**src/rtl/sha256mh_pkg.sv**
```systemverilog
package sha256mh_pkg;

   localparam int BLOCK_BYTES = 64;
   localparam int BLOCK_WORDS = BLOCK_BYTES / 4;
   localparam int ROUNDS = 64;

   typedef logic [31:0] word_type;
   typedef logic [7:0][31:0] hash_type;

   typedef enum logic [2:0] {
      ST_IDLE,
      ST_LOAD,
      ST_ROUND,
      ST_FOLD,
      ST_OUT
   } state_type;

   typedef enum logic [1:0] {
      PASS_DATA,
      PASS_PAD_FIRST,
      PASS_PAD_EXTRA,
      PASS_PAD_ONLY
   } pass_type;

   typedef struct packed {
      logic       load;
      logic       step;
      logic [5:0] round;
   } round_ctl_type;

   localparam hash_type INIT_HASH = {
      32'h5be0cd19, 32'h1f83d9ab, 32'h9b05688c, 32'h510e527f,
      32'ha54ff53a, 32'h3c6ef372, 32'hbb67ae85, 32'h6a09e667
   };

   localparam word_type ROUND_K [ROUNDS] = '{
      32'h428a2f98, 32'h71374491, 32'hb5c0fbcf, 32'he9b5dba5,
      32'h3956c25b, 32'h59f111f1, 32'h923f82a4, 32'hab1c5ed5,
      32'hd807aa98, 32'h12835b01, 32'h243185be, 32'h550c7dc3,
      32'h72be5d74, 32'h80deb1fe, 32'h9bdc06a7, 32'hc19bf174,
      32'he49b69c1, 32'hefbe4786, 32'h0fc19dc6, 32'h240ca1cc,
      32'h2de92c6f, 32'h4a7484aa, 32'h5cb0a9dc, 32'h76f988da,
      32'h983e5152, 32'ha831c66d, 32'hb00327c8, 32'hbf597fc7,
      32'hc6e00bf3, 32'hd5a79147, 32'h06ca6351, 32'h14292967,
      32'h27b70a85, 32'h2e1b2138, 32'h4d2c6dfc, 32'h53380d13,
      32'h650a7354, 32'h766a0abb, 32'h81c2c92e, 32'h92722c85,
      32'ha2bfe8a1, 32'ha81a664b, 32'hc24b8b70, 32'hc76c51a3,
      32'hd192e819, 32'hd6990624, 32'hf40e3585, 32'h106aa070,
      32'h19a4c116, 32'h1e376c08, 32'h2748774c, 32'h34b0bcb5,
      32'h391c0cb3, 32'h4ed8aa4a, 32'h5b9cca4f, 32'h682e6ff3,
      32'h748f82ee, 32'h78a5636f, 32'h84c87814, 32'h8cc70208,
      32'h90befffa, 32'ha4506ceb, 32'hbef9a3f7, 32'hc67178f2
   };

endpackage

```
**src/rtl/sha256mh_if.sv**
```systemverilog
interface sha256mh_req_if;
   logic       valid;
   logic       ready;
   logic [7:0] data_byte;
   logic       has_byte;
   logic       end_of_message;

   modport source (output valid, data_byte, has_byte, end_of_message, input ready);
   modport sink (input valid, data_byte, has_byte, end_of_message, output ready);
endinterface

interface sha256mh_rsp_if;
   logic        valid;
   logic        ready;
   logic [31:0] digest_word;
   logic [2:0]  word_index;
   logic        last_word;

   modport source (output valid, digest_word, word_index, last_word, input ready);
   modport sink (input valid, digest_word, word_index, last_word, output ready);
endinterface

```
**src/rtl/sha256mh_block_buf.sv**
```systemverilog
module sha256mh_block_buf (
   input  logic        clock,
   input  logic        wr_en,
   input  logic [5:0]  wr_addr,
   input  logic [7:0]  wr_data,
   input  logic [3:0]  rd_addr,
   output logic [31:0] rd_data
);

   // Bytes are stored big-endian within each 32-bit word.
   logic [31:0] mem [sha256mh_pkg::BLOCK_WORDS];
   logic [31:0] rd_data_ff;
   logic [4:0]  lane_lsb;

   assign lane_lsb = {~wr_addr[1:0], 3'b000};

   always_ff @(posedge clock) begin
      if (wr_en) begin
         mem[wr_addr[5:2]][lane_lsb +: 8] <= wr_data;
      end
      rd_data_ff <= mem[rd_addr];
   end

   assign rd_data = rd_data_ff;

endmodule

```
**src/rtl/sha256mh_round_unit.sv**
```systemverilog
module sha256mh_round_unit (
   input  logic                         clock,
   input  sha256mh_pkg::round_ctl_type  ctl,
   input  sha256mh_pkg::hash_type       chain,
   input  sha256mh_pkg::word_type       msg_word,
   output sha256mh_pkg::hash_type       work
);

   function automatic logic [31:0] rotr(input logic [31:0] x, input int n);
      return (x >> n) | (x << (32 - n));
   endfunction

   sha256mh_pkg::hash_type work_ff;
   sha256mh_pkg::word_type sched_ff [16];
   sha256mh_pkg::word_type w;
   sha256mh_pkg::word_type s0;
   sha256mh_pkg::word_type s1;
   sha256mh_pkg::word_type t1;
   sha256mh_pkg::word_type t2;

   // The schedule is a shift line: entry 15 is the newest word, entry 0 the oldest.
   always_comb begin
      s0 = rotr(sched_ff[1], 7) ^ rotr(sched_ff[1], 18) ^ (sched_ff[1] >> 3);
      s1 = rotr(sched_ff[14], 17) ^ rotr(sched_ff[14], 19) ^ (sched_ff[14] >> 10);
      if (ctl.round < 6'd16) begin
         w = msg_word;
      end else begin
         w = sched_ff[0] + s0 + sched_ff[9] + s1;
      end
      t1 = work_ff[7]
         + (rotr(work_ff[4], 6) ^ rotr(work_ff[4], 11) ^ rotr(work_ff[4], 25))
         + ((work_ff[4] & work_ff[5]) ^ (~work_ff[4] & work_ff[6]))
         + sha256mh_pkg::ROUND_K[ctl.round] + w;
      t2 = (rotr(work_ff[0], 2) ^ rotr(work_ff[0], 13) ^ rotr(work_ff[0], 22))
         + ((work_ff[0] & work_ff[1]) ^ (work_ff[0] & work_ff[2])
            ^ (work_ff[1] & work_ff[2]));
   end

   always_ff @(posedge clock) begin
      if (ctl.load) begin
         work_ff <= chain;
      end else if (ctl.step) begin
         work_ff[7] <= work_ff[6];
         work_ff[6] <= work_ff[5];
         work_ff[5] <= work_ff[4];
         work_ff[4] <= work_ff[3] + t1;
         work_ff[3] <= work_ff[2];
         work_ff[2] <= work_ff[1];
         work_ff[1] <= work_ff[0];
         work_ff[0] <= t1 + t2;
         for (int i = 0; i < 15; i++) begin
            sched_ff[i] <= sched_ff[i + 1];
         end
         sched_ff[15] <= w;
      end
   end

   assign work = work_ff;

endmodule

```
**src/rtl/sha256_message_hasher.sv**
```systemverilog
// A byte that does not complete a block is taken in the cycle it is offered; a byte that
// completes a block then holds ready low through load, the 64 rounds and fold.
// End of message adds one or two blocks of padded compression, then the 8 digest words.
// Ready is low while compressing, so a new byte waits until the block is done.
// Reset (synchronous) restores the initial hash values and clears the bit count.
module sha256_message_hasher (
   input  logic                  clock,
   input  logic                  reset,
   sha256mh_req_if.sink          req_chan,
   sha256mh_rsp_if.source        rsp_chan
);

   function automatic logic [31:0] pad_word(
      input logic [31:0] raw,
      input logic [3:0]  index,
      input logic [6:0]  limit,
      input logic        mark_en,
      input logic        len_en,
      input logic [63:0] count
   );
      logic [31:0] res;
      logic [5:0]  pos;
      logic [7:0]  byte_val;
      for (int b = 0; b < 4; b++) begin
         pos = {index, 2'(b)};
         if ({1'b0, pos} < limit) begin
            byte_val = raw[(3 - b) * 8 +: 8];
         end else if (mark_en && ({1'b0, pos} == limit)) begin
            byte_val = 8'h80;
         end else if (len_en && (pos >= 6'd56)) begin
            byte_val = count[{~pos[2:0], 3'b000} +: 8];
         end else begin
            byte_val = 8'h00;
         end
         res[(3 - b) * 8 +: 8] = byte_val;
      end
      return res;
   endfunction

   sha256mh_pkg::state_type     state_ff, state_in;
   sha256mh_pkg::pass_type      pass_ff, pass_in;
   logic                        eom_ff, eom_in;
   logic [5:0]                  round_ff, round_in;
   logic [63:0]                 count_ff, count_in;
   sha256mh_pkg::hash_type      chain_ff, chain_in;
   logic [2:0]                  out_idx_ff, out_idx_in;

   sha256mh_pkg::round_ctl_type round_ctl;
   sha256mh_pkg::hash_type      work;
   sha256mh_pkg::word_type      msg_word;
   logic [31:0]                 rd_data;
   logic [3:0]                  rd_addr;
   logic                        req_take;
   logic                        wr_en;
   logic [6:0]                  limit;
   logic                        mark_en;
   logic                        len_en;

   assign req_take = req_chan.valid && req_chan.ready;
   assign wr_en    = req_take && req_chan.has_byte;

   always_comb begin
      unique case (pass_ff)
         sha256mh_pkg::PASS_DATA: begin
            limit = 7'd64;
            mark_en = 1'b0;
            len_en = 1'b0;
         end
         sha256mh_pkg::PASS_PAD_FIRST: begin
            limit = {1'b0, count_ff[8:3]};
            mark_en = 1'b1;
            len_en = 1'b0;
         end
         sha256mh_pkg::PASS_PAD_EXTRA: begin
            limit = 7'd0;
            mark_en = 1'b0;
            len_en = 1'b1;
         end
         default: begin
            limit = {1'b0, count_ff[8:3]};
            mark_en = 1'b1;
            len_en = 1'b1;
         end
      endcase
      msg_word = pad_word(rd_data, round_ff[3:0], limit, mark_en, len_en, count_ff);
   end

   always_comb begin
      state_in   = state_ff;
      pass_in    = pass_ff;
      eom_in     = eom_ff;
      round_in   = round_ff;
      count_in   = count_ff;
      chain_in   = chain_ff;
      out_idx_in = out_idx_ff;
      rd_addr    = 4'd0;
      round_ctl  = '{load: 1'b0, step: 1'b0, round: round_ff};
      req_chan.ready = 1'b0;
      rsp_chan.valid = 1'b0;
      unique case (state_ff)
         sha256mh_pkg::ST_IDLE: begin
            req_chan.ready = 1'b1;
            if (req_chan.valid) begin
               if (req_chan.has_byte) begin
                  count_in = count_ff + 64'd8;
               end
               eom_in = req_chan.end_of_message;
               if (req_chan.has_byte && (count_ff[8:3] == 6'd63)) begin
                  pass_in  = sha256mh_pkg::PASS_DATA;
                  state_in = sha256mh_pkg::ST_LOAD;
               end else if (req_chan.end_of_message) begin
                  pass_in  = (count_in[8:3] >= 6'd56) ? sha256mh_pkg::PASS_PAD_FIRST
                                                      : sha256mh_pkg::PASS_PAD_ONLY;
                  state_in = sha256mh_pkg::ST_LOAD;
               end
            end
         end
         sha256mh_pkg::ST_LOAD: begin
            round_ctl.load = 1'b1;
            rd_addr  = 4'd0;
            round_in = 6'd0;
            state_in = sha256mh_pkg::ST_ROUND;
         end
         sha256mh_pkg::ST_ROUND: begin
            round_ctl.step = 1'b1;
            rd_addr = round_ff[3:0] + 4'd1;
            if (round_ff == 6'd63) begin
               round_in = 6'd0;
               state_in = sha256mh_pkg::ST_FOLD;
            end else begin
               round_in = round_ff + 6'd1;
            end
         end
         sha256mh_pkg::ST_FOLD: begin
            for (int i = 0; i < 8; i++) begin
               chain_in[i] = chain_ff[i] + work[i];
            end
            priority case (pass_ff)
               sha256mh_pkg::PASS_DATA: begin
                  if (eom_ff) begin
                     pass_in  = (count_ff[8:3] >= 6'd56) ? sha256mh_pkg::PASS_PAD_FIRST
                                                         : sha256mh_pkg::PASS_PAD_ONLY;
                     state_in = sha256mh_pkg::ST_LOAD;
                  end else begin
                     state_in = sha256mh_pkg::ST_IDLE;
                  end
               end
               sha256mh_pkg::PASS_PAD_FIRST: begin
                  pass_in  = sha256mh_pkg::PASS_PAD_EXTRA;
                  state_in = sha256mh_pkg::ST_LOAD;
               end
               default: begin
                  out_idx_in = 3'd0;
                  state_in   = sha256mh_pkg::ST_OUT;
               end
            endcase
         end
         sha256mh_pkg::ST_OUT: begin
            rsp_chan.valid = 1'b1;
            if (rsp_chan.ready) begin
               if (out_idx_ff == 3'd7) begin
                  chain_in = sha256mh_pkg::INIT_HASH;
                  count_in = 64'd0;
                  eom_in   = 1'b0;
                  state_in = sha256mh_pkg::ST_IDLE;
               end else begin
                  out_idx_in = out_idx_ff + 3'd1;
               end
            end
         end
         default: begin
            state_in = sha256mh_pkg::ST_IDLE;
         end
      endcase
   end

   always_ff @(posedge clock) begin
      if (reset) begin
         state_ff   <= sha256mh_pkg::ST_IDLE;
         pass_ff    <= sha256mh_pkg::PASS_DATA;
         eom_ff     <= 1'b0;
         round_ff   <= 6'd0;
         count_ff   <= 64'd0;
         chain_ff   <= sha256mh_pkg::INIT_HASH;
         out_idx_ff <= 3'd0;
      end else begin
         state_ff   <= state_in;
         pass_ff    <= pass_in;
         eom_ff     <= eom_in;
         round_ff   <= round_in;
         count_ff   <= count_in;
         chain_ff   <= chain_in;
         out_idx_ff <= out_idx_in;
      end
   end

   assign rsp_chan.digest_word = chain_ff[out_idx_ff];
   assign rsp_chan.word_index  = out_idx_ff;
   assign rsp_chan.last_word   = (out_idx_ff == 3'd7);

   sha256mh_block_buf u_block_buf (
      .clock   (clock),
      .wr_en   (wr_en),
      .wr_addr (count_ff[8:3]),
      .wr_data (req_chan.data_byte),
      .rd_addr (rd_addr),
      .rd_data (rd_data)
   );

   sha256mh_round_unit u_round_unit (
      .clock    (clock),
      .ctl      (round_ctl),
      .chain    (chain_ff),
      .msg_word (msg_word),
      .work     (work)
   );

endmodule

```
**src/flat_wrapper.sv**
```systemverilog
// flat-port wrapper written by rule: the top's interface ports become plain ports
module sha256_message_hasher_flat 
  (clock, reset, req_chan_valid, req_chan_data_byte, req_chan_has_byte, req_chan_end_of_message, req_chan_ready, rsp_chan_valid, rsp_chan_digest_word, rsp_chan_word_index, rsp_chan_last_word, rsp_chan_ready);
  sha256mh_req_if req_chan_i ();
  sha256mh_rsp_if rsp_chan_i ();
  input  logic clock;
  input  logic reset;
  input wire logic [$bits(req_chan_i.valid)-1:0] req_chan_valid;
  input wire logic [$bits(req_chan_i.data_byte)-1:0] req_chan_data_byte;
  input wire logic [$bits(req_chan_i.has_byte)-1:0] req_chan_has_byte;
  input wire logic [$bits(req_chan_i.end_of_message)-1:0] req_chan_end_of_message;
  output wire logic [$bits(req_chan_i.ready)-1:0] req_chan_ready;
  output wire logic [$bits(rsp_chan_i.valid)-1:0] rsp_chan_valid;
  output wire logic [$bits(rsp_chan_i.digest_word)-1:0] rsp_chan_digest_word;
  output wire logic [$bits(rsp_chan_i.word_index)-1:0] rsp_chan_word_index;
  output wire logic [$bits(rsp_chan_i.last_word)-1:0] rsp_chan_last_word;
  input wire logic [$bits(rsp_chan_i.ready)-1:0] rsp_chan_ready;
  assign req_chan_i.valid = req_chan_valid;
  assign req_chan_i.data_byte = req_chan_data_byte;
  assign req_chan_i.has_byte = req_chan_has_byte;
  assign req_chan_i.end_of_message = req_chan_end_of_message;
  assign req_chan_ready = req_chan_i.ready;
  assign rsp_chan_valid = rsp_chan_i.valid;
  assign rsp_chan_digest_word = rsp_chan_i.digest_word;
  assign rsp_chan_word_index = rsp_chan_i.word_index;
  assign rsp_chan_last_word = rsp_chan_i.last_word;
  assign rsp_chan_i.ready = rsp_chan_ready;
  sha256_message_hasher u_core (.clock(clock), .reset(reset), .req_chan(req_chan_i), .rsp_chan(rsp_chan_i));
endmodule
```
**config.mk**
```make
export PLATFORM = sky130hd
export DESIGN_NAME = sha256_message_hasher_flat
export DESIGN_NICKNAME = d
export VERILOG_FILES = /design/src/rtl/sha256mh_pkg.sv /design/src/rtl/sha256mh_if.sv /design/src/rtl/sha256mh_block_buf.sv /design/src/rtl/sha256mh_round_unit.sv /design/src/rtl/sha256_message_hasher.sv /design/src/flat_wrapper.sv
export SDC_FILE = /design/constraint.sdc
export NUM_CORES = 2
export LEC_CHECK = 0
export ABC_AREA = 1
export ABC_CLOCK_PERIOD_IN_PS = 75300
export BUFFER_PORTS_ARGS = -buffer_cell sky130_fd_sc_hd__buf_2
export CAP_MARGIN = 10
export CORE_UTILIZATION = 44
export CTS_CLUSTER_SIZE = 25
export DETAILED_ROUTE_END_ITERATION = 16
export PLACE_DENSITY = 0.69
export SYNTH_ARGS = -nofsm -noshare
export SYNTH_HDL_FRONTEND = slang
export SYNTH_SLANG_ARGS = --single-unit
```
**constraint.sdc**
```tcl
create_clock -name clock -period 75.3 [get_ports clock]
set_clock_uncertainty 0.05 [all_clocks]
set_input_delay 7.53 -clock clock [delete_from_list [all_inputs] [get_ports clock]]
set_output_delay 7.53 -clock clock [all_outputs]
set_load 0.05 [all_outputs]
```
Yosys cells after proc, flatten, opt, wreduce, memory -nomap -nowiden
Memory sizes are Yosys's and may differ from the RTL's. A register that Yosys moved wholly into a read port is not among the register bits. Cells that the tools add are included. Widths: inputs -> output; s select.

Register bits after elaboration: 591. Bits in writable memories: 1024. Bits in read-only memories: 2048. Input port bits: 14. Output and inout bits: 38. Word-level logic and storage cells: 219. Memories: 3.

$add $sub $neg: 23. Magnitude comparators: 13. Equal/unequal tests: 23. Shifts and indexed selects: 6. Muxes and demuxes: 69. Bitwise logic cells: 33. Reduce and logical (&&, ||, !) cells: 26.

Memories: (no name shown) (depth 64, bits a word 32, rd ports 1, clocked after Yosys merged registers in 0, wr ports 0, line sha256mh_round_unit.sv:33) `+ sha256mh_pkg::ROUND_K[ctl.round] + w;`; u_core.u_block_buf.mem (depth 16, bits a word 32, rd ports 1, clocked after Yosys merged registers in 1, wr ports 1, line sha256mh_block_buf.sv:11) `logic [31:0] mem [sha256mh_pkg::BLOCK_WORDS];`; u_core.u_round_unit.sched_ff (depth 16, bits a word 32, rd ports 16, clocked after Yosys merged registers in 0, wr ports 16, line sha256mh_round_unit.sv:14) `sha256mh_pkg::word_type sched_ff [16];`.

Operator list (count): $mux 256 (4); $add 32x32->32 (18); $pmux 256 s2 (1); $mux 64 (6); $xor 32x32->32 (9); $shiftx 64x7->8 (4); $and 32x32->32 (5); $mux 32 (5); $pmux 64 s2 (1); $bmux 32 s3 (1); $mux 8 (12); $add 64x4->64 const B (1); $ge 6x6->1 const B (6); $not 32->32 (1); $or 10x32->32 (1); $or 13x32->32 (1); $or 14x32->32 (1); $or 15x32->32 (1); $or 19x32->32 (1); $or 21x32->32 (1); $or 25x32->32 (1); $or 26x32->32 (1); $or 30x32->32 (1); $or 7x32->32 (1); other kinds (45) (109).

Depth between registers and ports, before layout
Word-level depth: 12. Mapped depth: 49. Gate-level depth less buffers: 49.

Modules after synthesis
Synthesis repeated with hierarchy kept, for this count alone.

Cells, all modules: 13016. Area, all modules: 102624.7 sq um.

By module, submodules not included: sha256mh_round_unit (instances 1, cells an instance 4345, area each 44300.0 sq um, seq. area each 23062.1 sq um); sha256_message_hasher (instances 1, cells an instance 6415, area each 35014.8 sq um, seq. area each 6646.4 sq um); sha256mh_block_buf (instances 1, cells an instance 2256, area each 23309.9 sq um, seq. area each 16015.4 sq um).

Least setup slack after synthesis
OpenSTA, ideal clock, no wires.

Kind: register to register. From: reg u_core.state_ff[2]. To: reg u_core.round_ff[5]. Library setup time: 0.464 ns. Data arrival time: 27.453 ns. Required time: 74.786 ns. Setup slack: 47.333 ns. Stages on the path, launching flop included: 8. Buffers on the path: 1. Period minus slack after synthesis: 27.967 ns. Cells stage by stage: dfxtp_1 nor3_2 inv_2 clkbuf_1 nand2_1 nand4_1 o21ai_0 a221oi_1.

Longest elaborated chain between the ends: 2. Elaborated cells between the ends (all ways): 4. Classes of those cells: eq/ne: 2; mux: 1; reduce/logical: 1.

Ends and longest elaborated chain: start: declaration (line sha256_message_hasher.sv:40) `sha256mh_pkg::state_type state_ff, state_in;`; start signal: assignment (line sha256_message_hasher.sv:179) `state_ff <= sha256mh_pkg::ST_IDLE;`; start signal: assignment (line sha256_message_hasher.sv:187) `state_ff <= state_in;`; $eq 3x2->1 / $eq 3x1->1 (equally long branches) (line sha256_message_hasher.sv:100) `unique case (state_ff)`; $pmux 6 s2 / $reduce_bool 2->1 (equally long branches); end signal: assignment (line sha256_message_hasher.sv:190) `round_ff <= round_in;`; end: declaration (line sha256_message_hasher.sv:43) `logic [5:0] round_ff, round_in;`.

Parallel ways exist; a longest one is shown, timed or not. A chain may end at the register's enable or synchronous reset.

Worst setup path in the final report
From: reg u_core.out_idx_ff[0] (netlist: u_core.rsp_chan.word_index[0]). To: out rsp_chan_digest_word[28].

Longest elaborated chain between the ends: 2.

Ends and longest elaborated chain: start: declaration (line sha256_message_hasher.sv:46) `logic [2:0] out_idx_ff, out_idx_in;`; start signal: assignment (line sha256_message_hasher.sv:193) `out_idx_ff <= out_idx_in;`; $bmux 32 s3 (line sha256_message_hasher.sv:197) `assign rsp_chan.digest_word = chain_ff[out_idx_ff];`; $mux 32 (implied by the code) (line sha256_message_hasher.sv:197); end: declaration (line flat_wrapper.sv:14) `output wire logic [$bits(rsp_chan_i.digest_word)-1:0] rsp_chan_digest_word;`.

Every way passes these cells. The select of a mux whose other input is x is not followed.

==> impl_results.md <==
- Rel. slew slack: 16.36%
- Skew-Pair Late Insertion Delay: just under 0.9 ns
- Worst EP arrival: 4.43 ns
- GR Overflow Total: 0
- Initial Util: 44.44%
- FILL cells: approximately 20k
- WHS: 0.3324 ns
- Drt drc: 0
- Cell Area, Placed: 98640 um^2
- Clock buffer depth: 3
- RSZ-0062 raised after global routing: no
- Worst Tran Pin Value: 1.250 ns
- Crit path capture type: primary output
- Die Y: 468.2 um
- Input/output buffers: 51
- Drt first pass iters: 8
- Syn_nets: 11.28k
- Initial antenna violation count: 27
- Fin Setup TNS: 0 ns
- Register Area: about 46000 um^2
- Fin nets: roughly 11k
- CP Class: register to primary output
- CP required: 67.72 ns
- Total wire length: 371700 um
- Outcome: finished clean
- Number of flops mapped to enable cells by yosys: 1280
- Tmin final: roughly 12 ns
- CTS tree: done
- Setup bufs post-CTS: 0
- GPL Wtd Cong: around 1.1
- Worst Setup Start Kind: register
- # hold bufs at CTS: 0
- First-pass GRT wire length: 531500 um
- Final Hold Fails: 0
- Final setup violation count: 0
- Max-cap viol count: 0
- Root buf cell: clkbuf_16
- Max Slew Vio Count: 0
- Share of cells above drive strength 1: under 10%
- Crit-path max FO: 73
- Synth area leaders: edfxtp_1 40%, dfxtp_1 7.6%, nand2_1 7.5%
- IO Pins: 52
- Dpl hpwl: about 280000 um
- Initial DRC count: between 10k and 15k
- Yosys warns: 0
- Routed Antenna Nets: 0
- Yosys top cell area share: between 40 and 50%
- Final Cycle Share: ~16%
- HP Class: register to register
- Post-synth top flop: edfxtp_1
- Clock transition at path regs: 0.06 ns
- Resized Gates After CTS: 0
- DR vias/cell: 5.988
- #FFs+latches synth: 1644
- Site Rows: 170
- H-tree depth: 4
- Multi-input logic area: 43380 um^2
- DIE AREA: roughly 220000 um^2
- Chip width: 468.2 um
- Vias in the first global route: 76.20k
- Syn Area/Cell: approximately 9.0 um^2
- Asr flop ratio synth: 0%
- Via count: 81.29k
- Core area: 215300 um^2
- Final cell utilization of the core: 48.65%
- GRT Util Overall: 33.26%
- Cell Area, Synth: roughly 96000 um^2
- Total CTS buffers: 179
- WL/cell: 27.38 um
- Yosys cell types: 63
- Synth area leader: edfxtp_1
- Sequential area share after synthesis: 47.80%
- Clk sinks: between 1.5k and 2k
- Syn-to-layout area delta: 9.475%
- Largest net degree at the start of global routing: approximately 180
- Post-Synthesis Cells: 10.66k
- Final instance area: roughly 100000 um^2
- Fmax: 83.29 MHz
## critical path, cell delays in order, from the launching register on
cell and delay, ns:
dfxtp_4 0.68, buf_4 0.76, nor2_1 0.13, o21ai_0 0.87, nor2_1 0.23, a31oi_1 0.45, buf_2 0.38
## state kept, by name (all words and copies together), names as in the netlist
name / count
u_core.u_block_buf.rd_data: 32
u_core.round_ff: 6
u_core.chain_ff: 256
u_core.u_round_unit.sched_ff: 512
u_core.pass_ff: 2
u_core.rsp_chan.word_index: 3
u_core.u_block_buf.mem: 512
u_core.eom_ff: 1
u_core.count_ff: 61
u_core.state_ff: 3
u_core.u_round_unit.work: 256
## through the flow
step,setup WS [ns],std cells
CTS,63.51,13540
finish,63.29,13570
global placement,64.47,13210
global route,63.43,13550
floorplan,47.33,10660
detailed placement,64.46,13210
## per-layer routing
metal / vias up / track usage (%) / share of wire (%)
li1: 36560 / - / -
met1: 39160 / 45.46 / 41
met2: 4600 / 48.93 / 42
met3: 960 / 7.453 / 10
met4: 10 / 17.85 / 6.1
met5: - / 0 / 0.032
## cells in the final DEF (no fill, tap or decap), types with 20 or more instances in the layout
| cell type | netlist | layout |
|---|---|---|
| o2111ai_1 | 22 | 22 |
| o211ai_1 | 60 | 60 |
| nand3_1 | 452 | 452 |
| maj3_1 | 28 | 28 |
| nor3_1 | 288 | 287 |
| o221ai_1 | 121 | 121 |
| diode_2 | 0 | 28 |
| nand4_1 | 88 | 88 |
| inv_1 | 1295 | 1287 |
| clkinv_2 | 0 | 34 |
| clkinv_1 | 5 | 35 |
| dfxtp_1 | 364 | 359 |
| edfxtp_1 | 1280 | 1280 |
| a21o_1 | 61 | 61 |
| xnor2_1 | 182 | 182 |
| a31oi_1 | 88 | 88 |
| o21bai_1 | 72 | 72 |
| nand2_1 | 1913 | 1910 |
| a21oi_1 | 903 | 903 |
| clkbuf_1 | 373 | 37 |
| a221oi_1 | 20 | 20 |
| buf_4 | 3 | 97 |
| mux2i_1 | 130 | 130 |
| buf_2 | 29 | 50 |
| nor4_1 | 30 | 30 |
| o21ai_0 | 1045 | 1044 |
| xor2_1 | 195 | 195 |
| o22ai_1 | 55 | 55 |
| ha_1 | 411 | 411 |
| clkbuf_16 | 0 | 179 |
| a21boi_0 | 30 | 30 |
| or2_2 | 59 | 59 |
| fa_1 | 196 | 196 |
| nor2_1 | 689 | 686 |
## layout make-up
| type | count | share of cell area (%) |
|---|---|---|
| Sequential cell | 1644 | 43.68 |
| Multi-Input combinational cell | 7266 | 41.43 |
| Inverter | 1308 | 4.710 |
| Clock buffer | 225 | 4.529 |
| Tap cell | 2838 | 3.391 |
| Clock inverter | 113 | 1.181 |
| Timing Repair Buffer | 152 | 1.016 |
| Antenna cell | 28 | 0.06691 |
## final timing paths
path / slack, ns / start / to / cells after the start
max: 63.29 / u_core.rsp_chan.word_index[0]$_SDFFE_PP0P_ / rsp_chan_digest_word[28] / 6
min: 0.33 / u_core.u_round_unit.sched_ff[1][238]$_DFFE_PP_ / u_core.u_round_unit.sched_ff[1][206]$_DFFE_PP_ / 0
min reg2reg: 0.33 / u_core.u_round_unit.sched_ff[1][238]$_DFFE_PP_ / u_core.u_round_unit.sched_ff[1][206]$_DFFE_PP_ / 0
max reg2reg: 64.64 / u_core.u_round_unit.sched_ff[1][222]$_DFFE_PP_ / u_core.u_round_unit.work[31]$_DFFE_PP_ / 45
## synth_stat cells (14+ instances only)
cell type	count
a211oi_1	17
a21boi_0	30
a21o_1	61
a21oi_1	903
a221oi_1	20
a31oi_1	88
buf_1	33
buf_2	29
clkbuf_1	373
dfxtp_1	364
edfxtp_1	1280
fa_1	196
ha_1	411
inv_1	1295
maj3_1	28
mux2i_1	130
nand2_1	1913
nand3_1	452
nand3b_1	16
nand4_1	88
nor2_1	689
nor3_1	288
nor4_1	30
o2111ai_1	22
o211ai_1	60
o21a_1	15
o21ai_0	1045
o21bai_1	72
o221ai_1	121
o22ai_1	55
o31ai_1	14
or2_2	59
xnor2_1	182
xor2_1	195
## cell families (layout without fill, tap and decap cells)
family	Yosys count	count (layout)	share of synthesized area [%]
and+or+nand+nor	3561	3561	15.60
AOI/OAI and AO/OA	2563	2563	15.10
buffers and inverters	1747	1798	6.907
DFF	1644	1644	47.80
adders and majority gates	635	635	9.772
xor gates and xnor gates	377	377	3.452
muxes	130	130	1.360
other	0	28	0
Power is left out: the tool's default activity adds up to more than one toggle a clock period on the data nets, which glitch-free logic cannot reach.
